**src/rtl/core/lfa_pkg.sv**
```systemverilog
// Shared types and constants for the lowest free ID allocator.
`default_nettype none
package lfa_pkg;
	localparam int TableSize = 255;
	localparam int IdBits = 8;
	localparam int ValueBits = 32;
	localparam int ChunkBits = 4;
	localparam int ChunkSize = 1 << ChunkBits;

	typedef enum logic [2:0] {
		CMD_ALLOC   = 3'd0,
		CMD_REMOVE  = 3'd1,
		CMD_FIND    = 3'd2,
		CMD_REPLACE = 3'd3,
		CMD_CLEAR   = 3'd4
	} lfa_op_t;

	typedef enum logic [1:0] {
		ST_OK      = 2'd0,
		ST_ABSENT  = 2'd1,
		ST_NOSPACE = 2'd2,
		ST_INVALID = 2'd3
	} lfa_status_t;

	typedef struct packed {
		logic load;
		logic exec;
		logic step;
		logic emit;
	} lfa_cmd_t;

	typedef struct packed {
		logic go_search;
		logic search_done;
	} lfa_stat_t;
endpackage
`default_nettype wire

```
**src/rtl/core/lfa_ctrl.sv**
```systemverilog
// Controller: sequences accept, execute, search and result hand-off.
`default_nettype none
module lfa_ctrl import lfa_pkg::*; (
	input  wire logic      clk,
	input  wire logic      arst_n,
	input  wire logic      in_valid,
	output logic           in_ready,
	input  wire logic      out_free,
	input  wire lfa_stat_t stat,
	output lfa_cmd_t       cmd
);
	typedef enum logic [1:0] {S_IDLE, S_EXEC, S_SEARCH, S_DONE} state_t;
	state_t state_q;

	assign in_ready = (state_q == S_IDLE);

	always_comb begin
		cmd.load = in_ready && in_valid;
		cmd.exec = (state_q == S_EXEC);
		cmd.step = (state_q == S_SEARCH);
		cmd.emit = (state_q == S_DONE) && out_free;
	end

	always_ff @(posedge clk or negedge arst_n) begin
		if (!arst_n) begin
			state_q <= S_IDLE;
		end else begin
			case (state_q)
				S_IDLE:   if (in_valid) state_q <= S_EXEC;
				S_EXEC:   state_q <= stat.go_search ? S_SEARCH : S_DONE;
				S_SEARCH: if (stat.search_done) state_q <= S_DONE;
				S_DONE:   if (out_free) state_q <= S_IDLE;
				default:  state_q <= S_IDLE;
			endcase
		end
	end
endmodule
`default_nettype wire

```
**config.mk**
```make
export PLATFORM = sky130hd
export DESIGN_NAME = lfa_ctrl
export DESIGN_NICKNAME = d
export VERILOG_FILES = /design/src/rtl/core/lfa_pkg.sv /design/src/rtl/core/lfa_ctrl.sv
export SDC_FILE = /design/constraint.sdc
export NUM_CORES = 1
export LEC_CHECK = 0
export ABC_AREA = 0
export BUFFER_PORTS_ARGS = -buffer_cell sky130_fd_sc_hd__buf_2
export CAP_MARGIN = 30
export CORE_AREA = 5 5 42 44
export CTS_BUF_LIST = sky130_fd_sc_hd__clkbuf_4
export DETAILED_ROUTE_END_ITERATION = 6
export DIE_AREA = 0 0 47 49
export PLACE_DENSITY = 0.43
export SLEW_MARGIN = 20
export SYNTH_ARGS = -nofsm -noshare
export SYNTH_HDL_FRONTEND = slang
export SYNTH_SLANG_ARGS = --single-unit
```
**constraint.sdc**
```tcl
create_clock -name clk -period 1.32 [get_ports clk]
set_input_delay 0.132 -clock clk [delete_from_list [all_inputs] [get_ports clk]]
set_output_delay 0.132 -clock clk [all_outputs]
set_load 0.05 [all_outputs]
```
==> results.ini, run 1 <==
[clock_tree]
cts_inserted_buffers = 3
clock_insertion_delay_worst_skew_ns = 0.23
clock-sinks = 2
post-cts-setup-buffer-count = 0
cts.htree.levels = 1
tritoncts_clock_tree = built
clock_slew_at_the_register_clock_pins_of_the_worst_setup_and_hold_paths_ns = 0.03
ctsRootBufferMaster = sky130_fd_sc_hd__clkbuf_4
clock_tree.buffer_depth = 2

[layout]
reg_top3 = state_q: 2 flops
post_synthesis_to_final_layout_area_growth_pct = 89.7
drive_above_1_share = 0.771
antenna_cells_inserted = 0
largest_register = state_q
largest_register_ffs = 2
fin_cells = 51
mostFrequentLayoutCell = sky130_fd_sc_hd__buf_2
layout.cells.most_common_list = 7 x sky130_fd_sc_hd__buf_2, 4 x sky130_fd_sc_hd__clkbuf_4, 3 x sky130_fd_sc_hd__nand2b_1, 3 x sky130_fd_sc_hd__buf_6
nNetsFinal = 46
fillers = 159

[routing]
drt_pass1_iterations = 4
drt.antenna.violating_nets = 0
dr_total_vias = 194
post-route-drc-count = 0
routed_via_density = 3.80
totalWireLength_um = 544
iter_0_drt_violations = 2
detail_route.wl_per_cell_um = 10.7

[floorplan]
die-area_um2 = 2300
floorplan.initialDensity = 0.139
floorplan.die.width_um = 47
ios = 11
core_um2 = 1400
fp-row-count = 14
vertical_die_dimension_um = 49

[sta]
setup_slack_ns = -0.0215
setup-violations-final = 2
skew_ns = 0.00420
setup_repair_after_global_routing_missed_its_margin = true
timing_worst_slew_pin_value_ns = 0.248
slew_viol_final = 0
finalHoldViolations = 0
fmax_mhz = 745
slew_headroom = 0.836
layout_worst_path_cycle_share = 1.02
layout_min_cycle_time_ns = 1.34

[synthesis]
netlist_instances = 19
yosys.cell_types.count = 11
area_of_the_mapped_netlist_um2 = 195
postSynthNetCount = 29
synth.yosys.warnings = 0
synth.ff_latch_count = 2
synth_seq_area_share = 0.256
syn-mean-instance-area_um2 = 10.3

[worst_setup_path]
end_kind = output pin
timing.critical_path.max_delay_family = flip-flops
reg2reg_slack_ns = -0.01
worst-setup-path-type = flip-flop to output pin
cp-start-kind = flip-flop
timing.critical_path.buf_inv = 2
critical_path.max_fanout = 5
timing.critical_path.slowest_stage_cell = sky130_fd_sc_hd__dfrtp_2
critPathRequiredTime_ns = 1.19
worst-endpoint-arrival_ns = 1.21
critical_path.cell_chain = inv_2, ha_4, and2_2, buf_6
crit_path_max_incr_delay_ns = 0.42

[outcome]
status = complete, but fails checks
violations = negative setup slack

[placement]
routabilityCongestion = 0.784
port-buffer-count = 10
dpl.cell_count = 46
place_hpwl_um = 410
post_placement_setup_slack_ns = -0.0352

[job]
max_cap_violations = 0

[global_route]
number_of_antenna_violations_at_the_first_check_in_global_routing = 0
grt_pass1_wl_um = 869
overflow = 0
via_count_of_the_first_global_routing_pass = 205
grt_max_degree = 6
grt_usage = 0.0557

[min_path]
hold_class = input pin to async pin

-- final timing paths --
| path | cells after the start | end | start |
|---|---|---|---|
| max in group asynchronous | 2 | state_q[1] | arst_n |
| min in group clk | 4 | state_q[0] | in_valid |
| hold / removal | 2 | state_q[1] | arst_n |
| setup / recovery | 4 | cmd[3] | state_q[1] |
| setup reg to reg | 5 | state_q[1] | state_q[1] |
| hold reg to reg | 1 | state_q[1] | state_q[1] |
-- cells in the mapped netlist, drive strengths merged --
cell	count	area [µm²]
dfrtp	2	50.1
ha	4	50.1
mux2	1	15.0
a41oi	1	8.76
inv	2	7.51
nand2b	4	25.0
nor2	1	3.75
and3	1	11.3
and2	2	13.8
o22a	1	10.0
-- cells by family (layout without fill, tap and decap cells) --
family,count (synthesis),in the layout,synth area share
buffers and inverters,2,18,0.0385
multiplexers,1,1,0.0769
AND/OR/NAND/NOR,8,8,0.276
flip-flops,2,2,0.256
adder cells (fa/ha/maj),4,4,0.256
AO/OA/AOI/OAI,2,2,0.0962
-- timing repair --
| item | in CTS | in global routing |
|---|---|---|
| pin swaps | 2 | 0 |
| hold buffers | 1 | 0 |
| endpoints found under the setup margin | 5 | 5 |
| resized for setup | 6 | 2 |
| endpoints found under the hold margin | 2 | 0 |
-- final cells by class --
type	instances	area [µm²]	share of cell area
Clock buffer	4	30.0	0.0811
Inverter	2	7.51	0.0203
Multi-Input combinational cell	15	175	0.473
Sequential cell	2	51.3	0.139
Tap cell	16	20.0	0.0541
Timing Repair Buffer	12	86.3	0.233
-- layer usage --
| metal | up-vias | GRT usage | share of wire | routed length (µm) |
|---|---|---|---|---|
| met5 | - | 0 | 0 | 0 |
| met4 | 0 | 0.0276 | 0 | 0 |
| met3 | 0 | 0.0443 | 0.15 | 84 |
| met2 | 13 | 0.0724 | 0.39 | 212 |
| met1 | 85 | 0.0639 | 0.45 | 246 |
| li1 | 96 | - | - | - |
-- stage by stage --
step                TNS [ns]  hold slack, ns  instance area (µm²)  utilization
finish               -0.0364           0.219                  370        0.264
global route          -0.240           0.232                  370        0.264
CTS                  -0.0626           0.201                  359        0.256
detailed placement   -0.0352         -0.0787                  302        0.215
global placement     -0.0147         -0.0823                  302        0.215
floorplan             -0.124          -0.164                  224            -
Power of run 1 is not shown: default switching activity piles up to over one toggle a cycle in this logic, so the estimate is an artifact.
==> run 2, diff against run 1 <==
Settings changed: TNS_END_PERCENT set to 20.
==> results.ini, run 2 (synthesis results as in run 1) <==
[outcome]
status = complete, but fails checks
violations = negative setup slack

[sta]
layout_worst_path_cycle_share = 1.02
setup_slack_ns = -0.0215
finalHoldViolations = 0
fmax_mhz = 745
skew_ns = 0.00420
setup_repair_after_global_routing_missed_its_margin = true
slew_viol_final = 0
setup-violations-final = 2
slew_headroom = 0.836
layout_min_cycle_time_ns = 1.34
timing_worst_slew_pin_value_ns = 0.248

[routing]
routedLengthMet1_um = 246
topRoutingLayerUsed = met3
dr_total_vias = 194
post-route-drc-count = 0
totalWireLength_um = 544
wl_met3_um = 84
met2RoutedLength_um = 212
routed_via_density = 3.80
drt_pass1_iterations = 4
detail_route.wl_per_cell_um = 10.7
drt.antenna.violating_nets = 0
iter_0_drt_violations = 2

[layout]
largest_register_ffs = 2
final-seq-area_um2 = 51.3
post_synthesis_to_final_layout_area_growth_pct = 89.7
layout.cells.most_common_list = 7 x sky130_fd_sc_hd__buf_2, 4 x sky130_fd_sc_hd__clkbuf_4, 3 x sky130_fd_sc_hd__nand2b_1, 3 x sky130_fd_sc_hd__buf_6
nNetsFinal = 46
mostFrequentLayoutCell = sky130_fd_sc_hd__buf_2
fillers = 159
largest_register = state_q
reg_top3 = state_q: 2 flops
antenna_cells_inserted = 0
fin_cells = 51
drive_above_1_share = 0.771
finish.instance_area_um2 = 370
multiInputGateArea_um2 = 175

[worst_setup_path]
timing.critical_path.slowest_stage_cell = sky130_fd_sc_hd__dfrtp_2
cp-start-kind = flip-flop
critical_path.max_fanout = 5
timing.critical_path.depth = 4
crit_path_max_incr_delay_ns = 0.42
timing.critical_path.buf_inv = 2
worst-endpoint-arrival_ns = 1.21
critical_path.cell_chain = inv_2, ha_4, and2_2, buf_6
worst-setup-path-type = flip-flop to output pin
critPathRequiredTime_ns = 1.19
worstRegToRegCells = 5
timing.critical_path.max_delay_family = flip-flops
end_kind = output pin

[placement]
placed_area_um2 = 302
dpl.cell_count = 46
port-buffer-count = 10
routabilityCongestion = 0.784
place_hpwl_um = 410

[floorplan]
vertical_die_dimension_um = 49
floorplan.die.width_um = 47
floorplan.initialDensity = 0.139
core_um2 = 1400
fp-row-count = 14
die-area_um2 = 2300
ios = 11

[min_path]
hold_class = input pin to async pin

[global_route]
grt_pass1_wl_um = 869
overflow = 0
number_of_antenna_violations_at_the_first_check_in_global_routing = 0
via_count_of_the_first_global_routing_pass = 205
grt_usage = 0.0557
grt_max_degree = 6

[clock_tree]
cts_inserted_buffers = 3
tritoncts_clock_tree = built
cts.htree.levels = 1
ctsRootBufferMaster = sky130_fd_sc_hd__clkbuf_4
clock_tree.buffer_depth = 2
post-cts-setup-buffer-count = 0
clock_insertion_delay_worst_skew_ns = 0.23
clock-sinks = 2
clock_slew_at_the_register_clock_pins_of_the_worst_setup_and_hold_paths_ns = 0.03

[job]
max_cap_violations = 0

run 2: final timing paths:
check                      startpoint    endpoint  slack (ns)
max in group asynchronous      arst_n  state_q[1]        0.99
min in group clk             in_valid  state_q[0]        0.44
setup / recovery           state_q[1]      cmd[3]       -0.02
setup reg to reg           state_q[1]  state_q[1]       -0.01
hold / removal                 arst_n  state_q[1]        0.22
hold reg to reg            state_q[1]  state_q[1]        0.62
run 2: layer usage:
metal,track usage,vias to the layer above
li1,-,96
met1,0.0639,85
met2,0.0724,13
met3,0.0443,0
met4,0.0276,0
met5,0,-
run 2: area by class of cell:
type / instances / share of cell area
multi-input combinational: 15 / 0.473
timing repair buffer: 12 / 0.233
tap: 16 / 0.0541
clock buffer: 4 / 0.0811
inverter: 2 / 0.0203
sequential: 2 / 0.139
run 2: metrics by stage:
stage               worst slack (ns)  utilization  hold slack [ns]  TNS (ns)
floorplan                    -0.0925            -           -0.164    -0.124
global placement             -0.0147        0.215          -0.0823   -0.0147
detailed placement           -0.0352        0.215          -0.0787   -0.0352
CTS                          -0.0348        0.256            0.201   -0.0626
global route                 -0.0727        0.264            0.232    -0.240
finish                       -0.0215        0.264            0.219   -0.0364
run 2: worst reg2reg max path, stage by stage, from the launching register on:
cell,delay [ns]
sky130_fd_sc_hd__dfrtp_2,0.42
sky130_fd_sc_hd__inv_2,0.07
sky130_fd_sc_hd__ha_4,0.17
sky130_fd_sc_hd__nand2b_1,0.07
sky130_fd_sc_hd__and3_4,0.18
sky130_fd_sc_hd__mux2_4,0.30
run 2: timing repair:
| item | 4_1_cts | 5_1_grt |
|---|---|---|
| resized for setup | 6 | 2 |
| hold buffers | 1 | 0 |
| pin swaps | 2 | 0 |
| endpoints found under the hold margin | 2 | 0 |
| endpoints found under the setup margin | 5 | 5 |
| gates cloned | 0 | 0 |
Power of run 2 is left out for the same reason.
==> run 3, diff against run 2 <==
==> constraint.sdc (replaced) <==
create_clock -name clk -period 1.32 [get_ports clk]
set_input_delay 0 -clock clk [delete_from_list [all_inputs] [get_ports clk]]
set_output_delay 0 -clock clk [all_outputs]
set_load 0.05 [all_outputs]
==> results.ini, run 3 (synthesis results as in run 1) <==
[outcome]
status = complete, but fails checks
violations = negative setup slack

[layout]
finish.instance_area_um2 = 393
layout.cells.most_common_list = 9 x sky130_fd_sc_hd__buf_2, 4 x sky130_fd_sc_hd__clkbuf_4
drive_above_1_share = 0.811
mostFrequentLayoutCell = sky130_fd_sc_hd__buf_2
postLayoutCoreUtil = 0.280
reg_top3 = state_q: 2 flops
nNetsFinal = 48
largest_register_ffs = 2
post_synthesis_to_final_layout_area_growth_pct = 101
antenna_cells_inserted = 0
largest_register = state_q

[sta]
timing_worst_slew_pin_value_ns = 0.253
layout_worst_path_cycle_share = 1.01
setup_repair_after_global_routing_missed_its_margin = true
slew_viol_final = 0
skew_ns = 0.00714
fmax_mhz = 750
setup_slack_ns = -0.0131
finalHoldViolations = 0
setup-violations-final = 1
slew_headroom = 0.833
layout_min_cycle_time_ns = 1.33

[placement]
port-buffer-count = 10
routabilityCongestion = 0.794
placed_area_um2 = 309
place_hpwl_um = 403

[worst_setup_path]
cp-start-kind = flip-flop
timing.critical_path.slowest_stage_cell = sky130_fd_sc_hd__dfrtp_2
end_kind = flip-flop
critical_path.cell_chain = ha_2, nand2b_1, and3_4, mux2_4
timing.critical_path.max_delay_family = flip-flops
critPathRequiredTime_ns = 1.43
crit_path_max_incr_delay_ns = 0.44
critical_path.max_fanout = 5
worst-setup-path-type = flip-flop to flip-flop
worst-endpoint-arrival_ns = 1.44
timing.critical_path.buf_inv = 0

[clock_tree]
clock_slew_at_the_register_clock_pins_of_the_worst_setup_and_hold_paths_ns = 0.04
cts.htree.levels = 1
cts_inserted_buffers = 3
ctsRootBufferMaster = sky130_fd_sc_hd__clkbuf_4
tritoncts_clock_tree = built
clock-sinks = 2
clock_insertion_delay_worst_skew_ns = 0.23
clock_tree.buffer_depth = 2

[global_route]
grt_usage = 0.0493
grt_pass1_wl_um = 793
via_count_of_the_first_global_routing_pass = 196
grt_max_degree = 6
number_of_antenna_violations_at_the_first_check_in_global_routing = 0
overflow = 0

[floorplan]
floorplan.die.width_um = 47
vertical_die_dimension_um = 49
fp-row-count = 14
floorplan.initialDensity = 0.139
core_um2 = 1400
die-area_um2 = 2300
ios = 11

[routing]
post-route-drc-count = 0
iter_0_drt_violations = 2
routed_via_density = 3.68
drt_pass1_iterations = 2
drt.antenna.violating_nets = 0
detail_route.wl_per_cell_um = 9.53
totalWireLength_um = 505
dr_total_vias = 195

[min_path]
hold_class = input pin to async pin

[job]
max_cap_violations = 0

[power]
vdd.ir_drop.worst_mv = 1.21
powerDensity_nw_per_um2 = 2940
power.leakage_uw = 0.000188

## run 3: stage by stage
stage	worst slack [ns]	total power [µW]	TNS, ns	instances	hold slack, ns
floorplan	-0.0925	762	-0.124	19	-0.296
global placement	-0.0138	872	-0.0138	47	-0.214
detailed placement	-0.0272	876	-0.0272	47	-0.213
CTS	-0.0123	1080	-0.0232	52	0.0681
global route	-0.0566	1250	-0.0850	53	0.0822
finish	-0.0131	1150	-0.0131	53	0.0787
## run 3: cell type report
| type | instances | area, µm² |
|---|---|---|
| flip-flops and latches | 2 | 51.3 |
| well taps | 16 | 20.0 |
| repair buffers | 14 | 100 |
| multi-input cells | 15 | 184 |
| inverters | 2 | 7.51 |
| fillers | 153 | 1010 |
| clock buffers | 4 | 30.0 |
## run 3: worst paths after layout
kind | startpoint | end | slack (ns) | cells past startpoint
worst min register to register | state_q[1] | state_q[1] | 0.61 | 1
worst max-delay path | state_q[1] | state_q[1] | -0.01 | 4
worst min-delay path | arst_n | state_q[1] | 0.08 | 2
worst max register to register | state_q[1] | state_q[1] | -0.01 | 4
max in group asynchronous | arst_n | state_q[1] | 1.14 | 2
min in group clk | in_valid | state_q[0] | 0.32 | 4
## run 3: timing repair
| item | CTS | global route |
|---|---|---|
| hold endpoints to repair | 2 | 0 |
| setup buffers | 0 | 1 |
| hold buffers | 1 | 0 |
| gates resized for setup | 3 | 6 |
| setup endpoints to repair | 2 | 3 |
| pin swaps | 1 | 1 |
## run 3: metal layers
layer	track usage	up-vias	wire (µm)
li1	-	99	-
met1	0.0661	85	219
met2	0.0520	11	195
met3	0.0406	0	89
met4	0.0276	0	0
met5	0	-	0
## run 3: worst reg2reg max path, delay by kind of cell, from the launching register on
| kind | cells | cell delay, ns |
|---|---|---|
| flops | 1 | 0.44 |
| simple gates | 2 | 0.29 |
| mux | 1 | 0.29 |
| fa+ha+maj | 1 | 0.19 |
## run 3: report_power, final
part	internal [µW]	switching [µW]	total, µW
Clock	133	39.5	173
Sequential	101	49.5	150
Combinational	375	455	830
(Power assumes the default switching activity.)
